File: src/hdl/amadt_pkg.sv
// shared constants, record types and entry buffer type for the madt entry parser
package amadt_pkg;

	localparam int DEF_MAX_PROCESSORS = 16;
	localparam int DEF_MAX_OVERRIDES  = 24;

	localparam int KIND_W    = 3;
	localparam int TDATA_W   = 112;
	localparam int ROOM_W    = 34;
	localparam int EBUF_DEPTH = 12;
	localparam int EBUF_IDX_W = $clog2(EBUF_DEPTH);

	localparam logic [KIND_W-1:0] KIND_LAPIC    = 3'd0;
	localparam logic [KIND_W-1:0] KIND_CPU      = 3'd1;
	localparam logic [KIND_W-1:0] KIND_IOAPIC   = 3'd2;
	localparam logic [KIND_W-1:0] KIND_OVERRIDE = 3'd3;
	localparam logic [KIND_W-1:0] KIND_HALT     = 3'd4;

	localparam logic [7:0] ET_LOCAL_APIC = 8'd0;
	localparam logic [7:0] ET_IO_APIC    = 8'd1;
	localparam logic [7:0] ET_OVERRIDE   = 8'd2;

	localparam logic [7:0] ENTRY_MIN_LEN  = 8'd2;
	localparam logic [7:0] PROC_MIN_LEN   = 8'd8;
	localparam logic [7:0] IOAPIC_MIN_LEN = 8'd12;
	localparam logic [7:0] ISO_MIN_LEN    = 8'd10;
	localparam logic [7:0] ENABLE_MASK    = 8'h03;

	localparam logic [31:0] LEN_OFFSET   = 32'd4;
	localparam logic [31:0] LAPIC_OFFSET = 32'd36;
	localparam logic [31:0] ENTRY_START  = 32'd44;

	// remaining table bytes from the entry start, as it stands after reset
	localparam logic signed [ROOM_W-1:0] ROOM_RESET = -ROOM_W'(44);
	localparam logic signed [ROOM_W-1:0] ROOM_TWO   = ROOM_W'(2);

	typedef logic [EBUF_DEPTH-1:0][7:0] ebuf_t;

	typedef struct packed {
		logic [KIND_W-1:0] kind;
		logic [31:0]       address_word;
		logic [7:0]        apic_id;
		logic [7:0]        processor_number;
		logic [7:0]        source_irq;
		logic [31:0]       gsi_value;
		logic [15:0]       override_flags;
		logic [7:0]        slot_index;
	} rec_t;

	typedef struct packed {
		logic emit;
		logic cpu_take;
		logic ovr_take;
		rec_t rec;
	} dec_t;

endpackage

File: src/hdl/acpi_madt_entry_parser.sv
// Takes an ACPI MADT table one byte per item, little-endian, from offset 0 (tuser
// high on the item at offset 0 restarts all counts). It emits the local APIC base
// once byte 39 arrives, then walks the type/length entries from offset 44 and
// emits one record on the last byte of each enabled processor, I/O APIC or
// interrupt source override entry of its minimum length or more, processors and
// overrides up to their limits; an entry length below 2 or an entry running past
// the table length stops the walk with a halt record. One byte is taken every
// cycle unless the output stalls: each byte passes an input register, entry
// tracking and decode against a running count of the bytes left in the table,
// and a result register, so a record shows on m_tvalid once its last byte has
// passed both registers. The result register is the only buffer on the output,
// so while a record waits on m_tready, the input item waits and holds s_tready low.
module acpi_madt_entry_parser import amadt_pkg::*; #(
	parameter int MAX_PROCESSORS = DEF_MAX_PROCESSORS,
	parameter int MAX_OVERRIDES  = DEF_MAX_OVERRIDES
) (
	input  logic               clk,
	input  logic               arst_n,
	input  logic               s_tvalid,
	output logic               s_tready,
	input  logic [7:0]         s_tdata,  // data_byte
	input  logic [0:0]         s_tuser,  // first_byte
	output logic               m_tvalid,
	input  logic               m_tready,
	// address_word, apic_id, processor_number, source_irq, gsi_value,
	// override_flags, slot_index
	output logic [TDATA_W-1:0] m_tdata,
	output logic [KIND_W-1:0]  m_tuser   // record_kind
);

	localparam int CPU_W = $clog2(MAX_PROCESSORS + 1);
	localparam int OVR_W = $clog2(MAX_OVERRIDES + 1);

	// input stage
	logic       valid_s1;
	logic [7:0] byte_s1;
	logic       first_s1;

	// parser state
	logic [31:0]              pos_q;
	logic signed [ROOM_W-1:0] room_q;
	logic [7:0]               rel_q;
	logic [7:0]               size_q;
	logic [31:0]              lapic_q;
	logic                     halt_q;
	logic [CPU_W-1:0]         cpu_q;
	logic [OVR_W-1:0]         ovr_q;
	ebuf_t                    buf_q;

	// result register
	logic              out_valid_q;
	logic [TDATA_W-1:0] out_data_q;
	logic [KIND_W-1:0] out_kind_q;

	logic                     adv;
	logic [31:0]              e_pos;
	logic signed [ROOM_W-1:0] e_room;
	logic [7:0]               e_rel;
	logic [7:0]               e_size;
	logic [31:0]              e_lapic;
	logic                     e_halt;
	logic [CPU_W-1:0]         e_cpu;
	logic [OVR_W-1:0]         e_ovr;

	logic                     sat;
	logic [1:0]               lane;
	logic                     in_len;
	logic                     in_lapic;
	logic                     active;
	logic                     rel1;
	logic [7:0]               size_eff;
	logic                     room_short;
	logic                     bad_len;
	logic                     halt_quiet;
	logic                     halt_rec;
	logic                     fin;
	logic signed [ROOM_W-1:0] byte_room;
	ebuf_t                    cur;
	dec_t                     dec;
	rec_t                     rec;
	logic                     emit;

	logic [31:0]              nx_pos;
	logic signed [ROOM_W-1:0] nx_room;
	logic [7:0]               nx_rel;
	logic [7:0]               nx_size;
	logic [31:0]              nx_lapic;
	logic                     nx_halt;
	logic [CPU_W-1:0]         nx_cpu;
	logic [OVR_W-1:0]         nx_ovr;

	assign adv      = valid_s1 && (!out_valid_q || m_tready);
	assign s_tready = !valid_s1 || adv;

	always_ff @(posedge clk or negedge arst_n) begin
		if (!arst_n) begin
			valid_s1 <= 1'b0;
		end else if (s_tready) begin
			valid_s1 <= s_tvalid;
		end
	end

	always_ff @(posedge clk) begin
		if (s_tvalid && s_tready) begin
			byte_s1  <= s_tdata;
			first_s1 <= s_tuser[0];
		end
	end

	// a first byte starts from the reset state
	always_comb begin
		e_pos   = first_s1 ? '0 : pos_q;
		e_room  = first_s1 ? ROOM_RESET : room_q;
		e_rel   = first_s1 ? '0 : rel_q;
		e_size  = first_s1 ? '0 : size_q;
		e_lapic = first_s1 ? '0 : lapic_q;
		e_halt  = first_s1 ? 1'b0 : halt_q;
		e_cpu   = first_s1 ? '0 : cpu_q;
		e_ovr   = first_s1 ? '0 : ovr_q;
	end

	always_comb begin
		sat        = &e_pos;
		lane       = e_pos[1:0];
		in_len     = e_pos >= LEN_OFFSET && e_pos <= LEN_OFFSET + 32'd3;
		in_lapic   = e_pos >= LAPIC_OFFSET && e_pos <= LAPIC_OFFSET + 32'd3;
		active     = !e_halt && e_pos >= ENTRY_START;
		rel1       = e_rel == 8'd1;
		size_eff   = rel1 ? byte_s1 : e_size;
		byte_room  = $signed(ROOM_W'(byte_s1));
		room_short = e_room < ROOM_TWO;
		bad_len    = byte_s1 < ENTRY_MIN_LEN || byte_room > e_room;
		halt_quiet = active && rel1 && room_short;
		halt_rec   = active && rel1 && !room_short && bad_len;
		fin        = active && e_rel != 8'd0 && !halt_quiet && !halt_rec &&
		             ({1'b0, e_rel} + 9'd1 == {1'b0, size_eff});
		for (int i = 0; i < EBUF_DEPTH; i++) begin
			cur[i] = (active && e_rel == 8'(i)) ? byte_s1 : buf_q[i];
		end
	end

	amadt_entry_dec #(
		.MAX_PROCESSORS(MAX_PROCESSORS),
		.MAX_OVERRIDES (MAX_OVERRIDES),
		.CPU_W         (CPU_W),
		.OVR_W         (OVR_W)
	) u_dec (
		.entry     (cur),
		.entry_size(size_eff),
		.cpu_taken (e_cpu),
		.ovr_count (e_ovr),
		.dec       (dec)
	);

	always_comb begin
		nx_pos = sat ? e_pos : e_pos + 32'd1;

		// room tracks table length minus the current entry start
		nx_room = e_room;
		if (in_len) begin
			nx_room = e_room + (ROOM_W'(byte_s1) << {lane, 3'b000});
		end else if (fin) begin
			nx_room = e_room - ROOM_W'(size_eff);
		end

		nx_lapic = in_lapic ? (e_lapic | (32'(byte_s1) << {lane, 3'b000})) : e_lapic;
		nx_halt  = e_halt || halt_quiet || halt_rec;
		nx_size  = (active && rel1 && !halt_quiet && !halt_rec) ? byte_s1 : e_size;

		nx_rel = e_rel;
		if (active) begin
			if (fin) begin
				nx_rel = '0;
			end else if (!sat) begin
				nx_rel = e_rel + 8'd1;
			end
		end

		nx_cpu = (fin && dec.cpu_take) ? e_cpu + CPU_W'(1) : e_cpu;
		nx_ovr = (fin && dec.ovr_take) ? e_ovr + OVR_W'(1) : e_ovr;

		rec  = '0;
		emit = 1'b0;
		if (in_lapic && lane == 2'd3) begin
			emit             = 1'b1;
			rec.kind         = KIND_LAPIC;
			rec.address_word = nx_lapic;
		end else if (halt_rec) begin
			emit     = 1'b1;
			rec.kind = KIND_HALT;
		end else if (fin && dec.emit) begin
			emit = 1'b1;
			rec  = dec.rec;
		end
	end

	always_ff @(posedge clk or negedge arst_n) begin
		if (!arst_n) begin
			pos_q   <= '0;
			room_q  <= ROOM_RESET;
			rel_q   <= '0;
			size_q  <= '0;
			lapic_q <= '0;
			halt_q  <= 1'b0;
			cpu_q   <= '0;
			ovr_q   <= '0;
		end else if (adv) begin
			pos_q   <= nx_pos;
			room_q  <= nx_room;
			rel_q   <= nx_rel;
			size_q  <= nx_size;
			lapic_q <= nx_lapic;
			halt_q  <= nx_halt;
			cpu_q   <= nx_cpu;
			ovr_q   <= nx_ovr;
		end
	end

	// entry byte buffer
	always_ff @(posedge clk) begin
		if (adv && active && e_rel < 8'(EBUF_DEPTH)) begin
			buf_q[e_rel[EBUF_IDX_W-1:0]] <= byte_s1;
		end
	end

	always_ff @(posedge clk or negedge arst_n) begin
		if (!arst_n) begin
			out_valid_q <= 1'b0;
		end else if (adv && emit) begin
			out_valid_q <= 1'b1;
		end else if (m_tready) begin
			out_valid_q <= 1'b0;
		end
	end

	always_ff @(posedge clk) begin
		if (adv && emit) begin
			out_kind_q <= rec.kind;
			out_data_q <= {rec.slot_index, rec.override_flags, rec.gsi_value,
			               rec.source_irq, rec.processor_number, rec.apic_id,
			               rec.address_word};
		end
	end

	assign m_tvalid = out_valid_q;
	assign m_tdata  = out_data_q;
	assign m_tuser  = out_kind_q;

	a_cpu_limit: assert property (@(posedge clk) disable iff (!arst_n)
		cpu_q <= CPU_W'(MAX_PROCESSORS))
		else $error("processor count past its limit");

	a_ovr_limit: assert property (@(posedge clk) disable iff (!arst_n)
		ovr_q <= OVR_W'(MAX_OVERRIDES))
		else $error("override count past its limit");

	a_halt_empty: assert property (@(posedge clk) disable iff (!arst_n)
		(m_tvalid && m_tuser == KIND_HALT) |-> m_tdata == '0)
		else $error("halt record carries payload");

	a_cpu_step: assert property (@(posedge clk) disable iff (!arst_n)
		(adv && fin && dec.cpu_take) |=> cpu_q == $past(e_cpu) + CPU_W'(1))
		else $error("processor record without count step");

	a_halt_sticky: assert property (@(posedge clk) disable iff (!arst_n)
		(adv && halt_rec) |=> halt_q)
		else $error("halt record left the walk running");

endmodule

File: src/hdl/amadt_entry_dec.sv
// decodes a completed madt entry into a processor, io apic or override record
module amadt_entry_dec import amadt_pkg::*; #(
	parameter int MAX_PROCESSORS = DEF_MAX_PROCESSORS,
	parameter int MAX_OVERRIDES  = DEF_MAX_OVERRIDES,
	parameter int CPU_W          = $clog2(MAX_PROCESSORS + 1),
	parameter int OVR_W          = $clog2(MAX_OVERRIDES + 1)
) (
	input  ebuf_t            entry,
	input  logic [7:0]       entry_size,
	input  logic [CPU_W-1:0] cpu_taken,
	input  logic [OVR_W-1:0] ovr_count,
	output dec_t             dec
);

	logic cpu_room;
	logic ovr_room;

	assign cpu_room = cpu_taken < CPU_W'(MAX_PROCESSORS);
	assign ovr_room = ovr_count < OVR_W'(MAX_OVERRIDES);

	always_comb begin
		dec = '0;
		unique case (entry[0])
			ET_LOCAL_APIC: begin
				if (entry_size >= PROC_MIN_LEN && cpu_room &&
				    (entry[4] & ENABLE_MASK) != 8'd0) begin
					dec.emit                 = 1'b1;
					dec.cpu_take             = 1'b1;
					dec.rec.kind             = KIND_CPU;
					dec.rec.apic_id          = entry[3];
					dec.rec.processor_number = entry[2];
					dec.rec.slot_index       = 8'(cpu_taken);
				end
			end
			ET_IO_APIC: begin
				if (entry_size >= IOAPIC_MIN_LEN) begin
					dec.emit             = 1'b1;
					dec.rec.kind         = KIND_IOAPIC;
					dec.rec.address_word = {entry[7], entry[6], entry[5], entry[4]};
					dec.rec.gsi_value    = {entry[11], entry[10], entry[9], entry[8]};
				end
			end
			ET_OVERRIDE: begin
				if (entry_size >= ISO_MIN_LEN && ovr_room) begin
					dec.emit               = 1'b1;
					dec.ovr_take           = 1'b1;
					dec.rec.kind           = KIND_OVERRIDE;
					dec.rec.source_irq     = entry[3];
					dec.rec.gsi_value      = {entry[7], entry[6], entry[5], entry[4]};
					dec.rec.override_flags = {entry[9], entry[8]};
					dec.rec.slot_index     = 8'(ovr_count);
				end
			end
			default: begin
				dec = '0;
			end
		endcase
	end

endmodule

File: config.mk
export PLATFORM = sky130hd
export DESIGN_NAME = acpi_madt_entry_parser
export DESIGN_NICKNAME = d
export VERILOG_FILES = /design/src/hdl/amadt_pkg.sv /design/src/hdl/acpi_madt_entry_parser.sv /design/src/hdl/amadt_entry_dec.sv
export SDC_FILE = /design/constraint.sdc
export NUM_CORES = 1
export LEC_CHECK = 0
export ABC_AREA = 1
export BUFFER_PORTS_ARGS = -buffer_cell sky130_fd_sc_hd__buf_2
export CAP_MARGIN = 0
export CORE_MARGIN = 10
export CORE_UTILIZATION = 50
export DETAILED_ROUTE_END_ITERATION = 8
export PLACE_DENSITY = 0.78
export SLEW_MARGIN = 20
export SYNTH_ARGS = -nofsm -noshare
export SYNTH_HDL_FRONTEND = slang
export SYNTH_SLANG_ARGS = --single-unit
File: constraint.sdc
create_clock -name clk -period 8.25 [get_ports clk]
set_input_delay 1.2375 -clock clk [delete_from_list [all_inputs] [get_ports clk]]
set_output_delay 1.2375 -clock clk [all_outputs]
set_load 0.01 [all_outputs]
### Word level (Yosys, flattened, before mapping)

Index checks and enable logic that the tools add are counted.
Widths: inputs -> output; s select.

* register bits: 347
* input port bits: 13
* output and inout port bits: 117
* logic and storage cells: 195

* $add $sub $neg: 7
* order comparisons: 16
* equality and inequality tests: 15
* shifts and indexed selects: 2
* multiplexer cells: 63
* bitwise gates (word level): 5
* reduce and logical (&&, ||, !) cells: 57

Operator list (number)
* $mux 32: 7
* $mux 8: 20
* $mux 34: 4
* $mux 64: 2
* $mux 115: 1
* $mux 112: 1
* $bwmux 96: 1
* $ge 32x6->1 const B: 2
* $pmux 32 s2: 1
* $mux 16: 3
* $logic_and 1x1->1: 37
* $add 34x34->34: 1
* $gt 9x34->1: 1
* $lt 34x3->1 const B: 1
* $shl 8x5->34: 1
* $sub 34x8->34: 1
* $add 32x1->32 const B: 1
* $demux 8 s4: 1
* $eq 8x3->1 const B: 4
* $eq 8x4->1 const B: 4
* $ge 32x3->1 const B: 1
* $le 32x3->1 const B: 1
* $le 32x6->1 const B: 1
* $or 32x32->32: 1
* other kinds (32): 67

### Depth between registers and ports, before layout

* depth after elaboration: 15
* gate-level depth with buffers: 30
* gate-level depth less buffers: 26

### Hierarchy

Synthesis repeated with hierarchy kept, for this count alone.

* cells, all modules: 2916
* area, all modules: 21947.3 µm²

By module, submodules not included
* acpi_madt_entry_parser: instances 1, cells an instance 2611, area an instance 20533.4 µm², sequential area each 9821.9 µm²
* amadt_entry_dec: instances 1, cells an instance 305, area an instance 1413.9 µm², sequential area each 0.0 µm²

### Worst setup path after synthesis

Ideal clock, no wire load.

* path kind: register to register
* start: reg first_s1
* end: reg out_data_q[0], in the netlist m_tdata[0] (enable)
* setup time: 465 ps
* data arrival time: 5325 ps
* required time: 7785 ps
* setup slack: 2459 ps
* cell stages (with the launch flop): 25
* path buffers: 5
* clock period less this slack: 5791 ps
* path through: edfxtp_1 -> buf_4 -> clkbuf_1 -> buf_2 -> buf_1 -> nor2_1 -> inv_1 -> ha_1 -> inv_1 -> nor2_4 -> nand2_2 -> buf_6 -> nand2_1 -> o21ai_2 -> nand2_1 -> nand2_1 -> nor2_1 -> nand2_1 -> nor2_4 -> nand3_4 -> nor2_8 -> nand2_2 -> nand2_1 -> nand2_1 -> inv_1

* word-level cells in the longest chain between the ends: 14

RTL lines
* start: declaration: line acpi_madt_entry_parser.sv:37 `logic first_s1;`
* start signal: assignment: line acpi_madt_entry_parser.sv:106 `first_s1 <= s_tuser[0];`
* $mux 32 / $mux 1 (equally long branches): line acpi_madt_entry_parser.sv:112, acpi_madt_entry_parser.sv:117
* $ge 32x6->1 / $logic_not 1->1 (equally long branches): line acpi_madt_entry_parser.sv:127 `active = !e_halt && e_pos >= ENTRY_START;`
* $logic_and 1x1->1: line acpi_madt_entry_parser.sv:127
* $logic_and 1x1->1 (on tied branches): line acpi_madt_entry_parser.sv:138, acpi_madt_entry_parser.sv:133, acpi_madt_entry_parser.sv:134
* $mux 8, or another cell as far along: line acpi_madt_entry_parser.sv:138 `cur[i] = (active && e_rel == 8'(i)) ? byte_s1 : buf_q[i];`
* $reduce_bool 8->1, or another cell as far along: line amadt_entry_dec.sv:26 `(entry[4] & ENABLE_MASK) != 8'd0) begin`
* $logic_and 1x1->1, or another cell as far along: line amadt_entry_dec.sv:25 `if (entry_size >= PROC_MIN_LEN && cpu_room &&`
* $mux 2 / $logic_and 1x1->1 (equally long branches): line amadt_entry_dec.sv:25, acpi_madt_entry_parser.sv:135
* $pmux 1 s3 / $logic_and 1x1->1 (equally long branches): line amadt_entry_dec.sv:23, acpi_madt_entry_parser.sv:135
* $logic_and 1x1->1: line acpi_madt_entry_parser.sv:191 `end else if (fin && dec.emit) begin`
* $mux 1: line acpi_madt_entry_parser.sv:191
* $mux 1: line acpi_madt_entry_parser.sv:188 `end else if (halt_rec) begin`
* $mux 1 *: line acpi_madt_entry_parser.sv:184 `if (in_lapic && lane == 2'd3) begin`
* $logic_and 1x1->1 *: line acpi_madt_entry_parser.sv:237 `if (adv && emit) begin`
* end signal: assignment: line acpi_madt_entry_parser.sv:239 `out_data_q <= {rec.slot_index, rec.override_flags, rec.gsi_value,`
* end: declaration: line acpi_madt_entry_parser.sv:52 `logic [TDATA_W-1:0] out_data_q;`

Mark *: on every way between the ends. The rest lies on a longest branch, timed or not.
A chain may end at the register's enable or synchronous reset.

### Worst setup path after layout

* start: reg first_s1
* end: reg out_data_q[72], in the netlist m_tdata[72] (enable)

Same word-level chain as after synthesis.

==> summary.txt <==
YOSYS
---------------------------------------------------------------------------------
Top cells by area, synth ........................................... edfxtp_1 30%, nand2_1 12%, dfrtp_1 12%
Post-Synthesis Cell Area ...........................................   20900 um^2
Primary FF master, synth ...........................................     edfxtp_1
Synthesis warning total ............................................            0
Synth unique cells .................................................           60
Sequential area share after synthesis ..............................        45.5%
Most frequent cells after synthesis ................................ 678 x nand2_1, 359 x nor2_1, 313 x inv_1, 209 x edfxtp_1, 189 x o21ai_0
Share of synthesized flip-flops with an asynchronous set or reset ..        37.8%
Top-area cell type share of the netlist area .......................        30.1%
FF+latch count, synth ..............................................          336
Mapped Cells .......................................................         2698
Library cell with the largest summed area after synthesis ..........     edfxtp_1
Mapped Avg Cell Area ...............................................    7.73 um^2
Cell with the most instances after synthesis .......................      nand2_1
Number of synthesized flops with an enable pin .....................          209

TIMING
---------------------------------------------------------------------------------
Worst relative slew slack ..........................................        29.6%
Final-report setup violation count .................................            0
Final hold vios ....................................................            0
Final min period ...................................................      5.73 ns
Final Skew .........................................................    0.0172 ns
Number of max-slew violations in the final report ..................            0
Achievable Freq ....................................................      175 MHz
Share of the cycle needed by the critical path after routing .......        69.4%
Final TNS setup ....................................................         0 ns
Setup repair after global routing missed its margin ................        false
Slew of the pin with the lowest slew margin ........................      1.06 ns
Post-route setup slack .............................................      2.52 ns

ROUTING
---------------------------------------------------------------------------------
Number of optimization iterations in the first detailed-route pass .            7
Average detailed-routed wire length per instance ...................      21.0 um
DR vias ............................................................        19.4k
Post-route ant nets ................................................            0
DRC violations left ................................................            0
Final Routed Wirelength ............................................     70500 um
Starting DRT DRC Count .............................................         2582
Number of vias per cell ............................................         5.78

PLACE
---------------------------------------------------------------------------------
Number of I/O port buffers .........................................          126
Detailed-placement wirelength estimate .............................     51700 um
Worst slack after detailed placement ...............................      2.57 ns
RePlAce Congestion .................................................        0.990

SETUP PATH
---------------------------------------------------------------------------------
Max stage delay on crit path .......................................      0.65 ns
WP data arrival ....................................................      6.00 ns
Launching element type of the critical path ........................     register
CP Data Required Time ..............................................      8.52 ns
Critical path type ................................................. register to register
Type of destination of the critical path ...........................     register
Critical-path top delay cell .......................................        inv_6
CP most frequent cell ..............................................      nand2_1
Reg2Reg Depth ......................................................           19
Maximum fanout along the worst path ................................           99
Critical-path cell list ............................................ buf_4 -> inv_2 -> buf_4 -> nand2_1 -> nand2_1 -> nor2_4 -> nand2_2 -> nand2_1 -> o21ai_1 -> nand2_1 -> nor2_1 -> o21ai_0 -> nand3_2 -> nand3_2 -> nand2_2 -> nand2_1 -> nand2_1 -> inv_6 -> buf_4

CLOCK TREE
---------------------------------------------------------------------------------
Maximum clock insertion buffer count ...............................            3
TritonCTS clock tree ...............................................         done
Register clock-pin slew on the reported worst setup and hold paths .      0.06 ns
Number of CTS-inserted buffers .....................................           38
Deepest level of the CTS H-tree ....................................            2
Number of sinks handled by clock tree synthesis ....................          336
Worst skew pair latency ............................................      0.58 ns
Total setup buffers inserted after CTS .............................            0
Count of cells resized by post-cts repair ..........................            0
Root buffer cell ...................................................    clkbuf_16
Total of hold buffers inserted after clock tree synthesis ..........            0

HOLD PATH
---------------------------------------------------------------------------------
Number of instances on the worst hold path .........................            2
Worst min-delay path category ...................................... register to register

POWER
---------------------------------------------------------------------------------
Clock share of power ...............................................        37.7%
Combinational power share ..........................................        23.1%
Fraction of power spent switching nets .............................        32.6%
Peak ir drop on the vdd network ....................................     0.166 mV
Pwr per Cell Area ..................................................  207 nW/um^2
Total power ........................................................      4820 uW
Seq pwr share ......................................................        39.2%
Switch Pwr .........................................................      1570 uW
Cell Int Power .....................................................      3250 uW
Static leakage .....................................................    0.0105 uW

CELLS AND AREA
---------------------------------------------------------------------------------
Final core utilization .............................................        56.7%
Area growth from synthesis to layout ...............................        11.4%
Share of layout cells above drive strength 1 .......................        10.8%
Diodes inserted ....................................................            0
Nets ...............................................................         2859
FILL cells .........................................................         3746

GRT
---------------------------------------------------------------------------------
Via count of the first global-routing pass .........................        18.1k
Overflow left after global routing .................................            0
Overall Global Routing Usage .......................................        27.4%
Initial antenna violation count ....................................            0
Wire length of the first global-routing pass .......................    107000 um
Pin count of the biggest net entering global routing ...............          100

RUN
---------------------------------------------------------------------------------
Total of max-cap violations ........................................            0

DIE
---------------------------------------------------------------------------------
Floorplan die height ...............................................       224 um
Row count ..........................................................           74
Placeable core region ..............................................   41000 um^2
Die area ...........................................................   50300 um^2
I/O pin count ......................................................          130
Die extent in x ....................................................       224 um
Initial core utilization ...........................................        50.9%

OUTCOME
---------------------------------------------------------------------------------
Outcome ............................................................ finished, final reports clean

[through the flow]
step           cell area (um^2)  hold slack, ns  std cells
2_1_floorplan             20900           0.448       2700
6_report                  23200           0.469       3349
3_5_place_dp              21900           0.458       3280
3_3_place_gp              21900           0.457       3280
4_1_cts                   23200           0.469       3349
5_1_grt                   23200           0.486       3349
[power by group through the flow]
stage	sequential [uW]	clock, uW	combinational [uW]
2_1_floorplan	1900	0	751
3_3_place_gp	1920	0	1060
3_5_place_dp	1920	0	1070
4_1_cts	1890	1830	1070
5_1_grt	1900	1900	1230
6_report	1890	1820	1110
[worst max-delay path: cells and delay by family (launching register included)]
kind | cells | cell delay (ns)
buffers and inverters | 5 | 2.20
flip-flops | 1 | 0.32
AO/OA/AOI/OAI | 2 | 0.27
AND/OR/NAND/NOR | 12 | 2.54
[cell usage in the layout (no fill, tap or decap), types with 5 or more instances in the layout]
cell / Yosys / layout
a32o_1: 8 / 8
a31oi_1: 5 / 5
nor2_1: 359 / 359
buf_2: 25 / 125
nand2_1: 678 / 677
a21o_1: 7 / 7
nor3_1: 59 / 57
o21bai_1: 9 / 9
inv_1: 313 / 312
o32ai_1: 21 / 21
ha_1: 56 / 56
nand3_1: 121 / 121
nor2_4: 8 / 8
nand3b_1: 5 / 5
o21ai_0: 189 / 189
nand4_1: 46 / 46
nand2_2: 9 / 10
clkinv_2: 0 / 7
edfxtp_1: 209 / 209
dfstp_2: 30 / 30
inv_2: 7 / 8
a21oi_1: 151 / 151
xor2_1: 49 / 49
bufinv_16: 0 / 7
nand3_2: 6 / 6
buf_4: 7 / 29
or2_2: 15 / 15
xnor2_1: 29 / 29
o21ai_1: 26 / 26
o22ai_1: 16 / 16
dfrtp_1: 97 / 97
nor4_1: 19 / 18
a22oi_1: 5 / 5
clkinv_1: 5 / 11
clkbuf_16: 0 / 38
[path summary, 6_finish.rpt]
check	from	to	slack (ns)
worst max-delay path	first_s1$_DFFE_PP_	m_tdata[72]$_SDFFCE_PP0P_	2.52
worst min-delay path	room_q[7]$_DFFE_PN1P_	room_q[7]$_DFFE_PN1P_	0.47
worst max register to register	first_s1$_DFFE_PP_	m_tdata[72]$_SDFFCE_PP0P_	2.52
worst min register to register	room_q[7]$_DFFE_PN1P_	room_q[7]$_DFFE_PN1P_	0.47
max in group asynchronous	arst_n	lapic_q[26]$_DFFE_PN0P_	6.02
min in group asynchronous	arst_n	pos_q[26]$_DFFE_PN0P_	0.84
[cell families (layout without fill, tap and decap cells)]
| family | Yosys count | after routing | synth area share [%] |
|---|---|---|---|
| compound gates | 454 | 454 | 12.1 |
| fa+ha+maj | 58 | 58 | 3.55 |
| other cells | 1 | 3 | 0.0180 |
| simple gates | 1340 | 1340 | 27.3 |
| flops | 336 | 336 | 45.5 |
| xor+xnor | 78 | 78 | 3.27 |
| buf+inv | 431 | 548 | 8.21 |
[area by class of cell]
cell class	instances	area, um^2	area share, %
well taps	532	666	2.86
multi-input cells	1933	9680	41.7
flip-flops and latches	336	9490	40.8
clock buffers	42	976	4.20
inverters	325	1220	5.27
repair buffers	154	843	3.63
clock inverters	27	358	1.54
[metal layers]
metal  global-route usage, %  routed length [um]
met1                    38.0               29500
met2                    42.0               31100
met3                    4.83                7010
met4                    11.2                2850
met5                       0                   0
[sequential cells by signal, indices dropped and copies added (netlist names)]
register,count
pos_q,32
cpu_q,5
m_tuser,3
halt_q,1
m_tdata,109
lapic_q,32
first_s1,1
buf_q,88
size_q,8
valid_s1,1
room_q,34
rel_q,8
m_tvalid,1
ovr_q,5
byte_s1,8
Power figures use the tool's default switching activity.
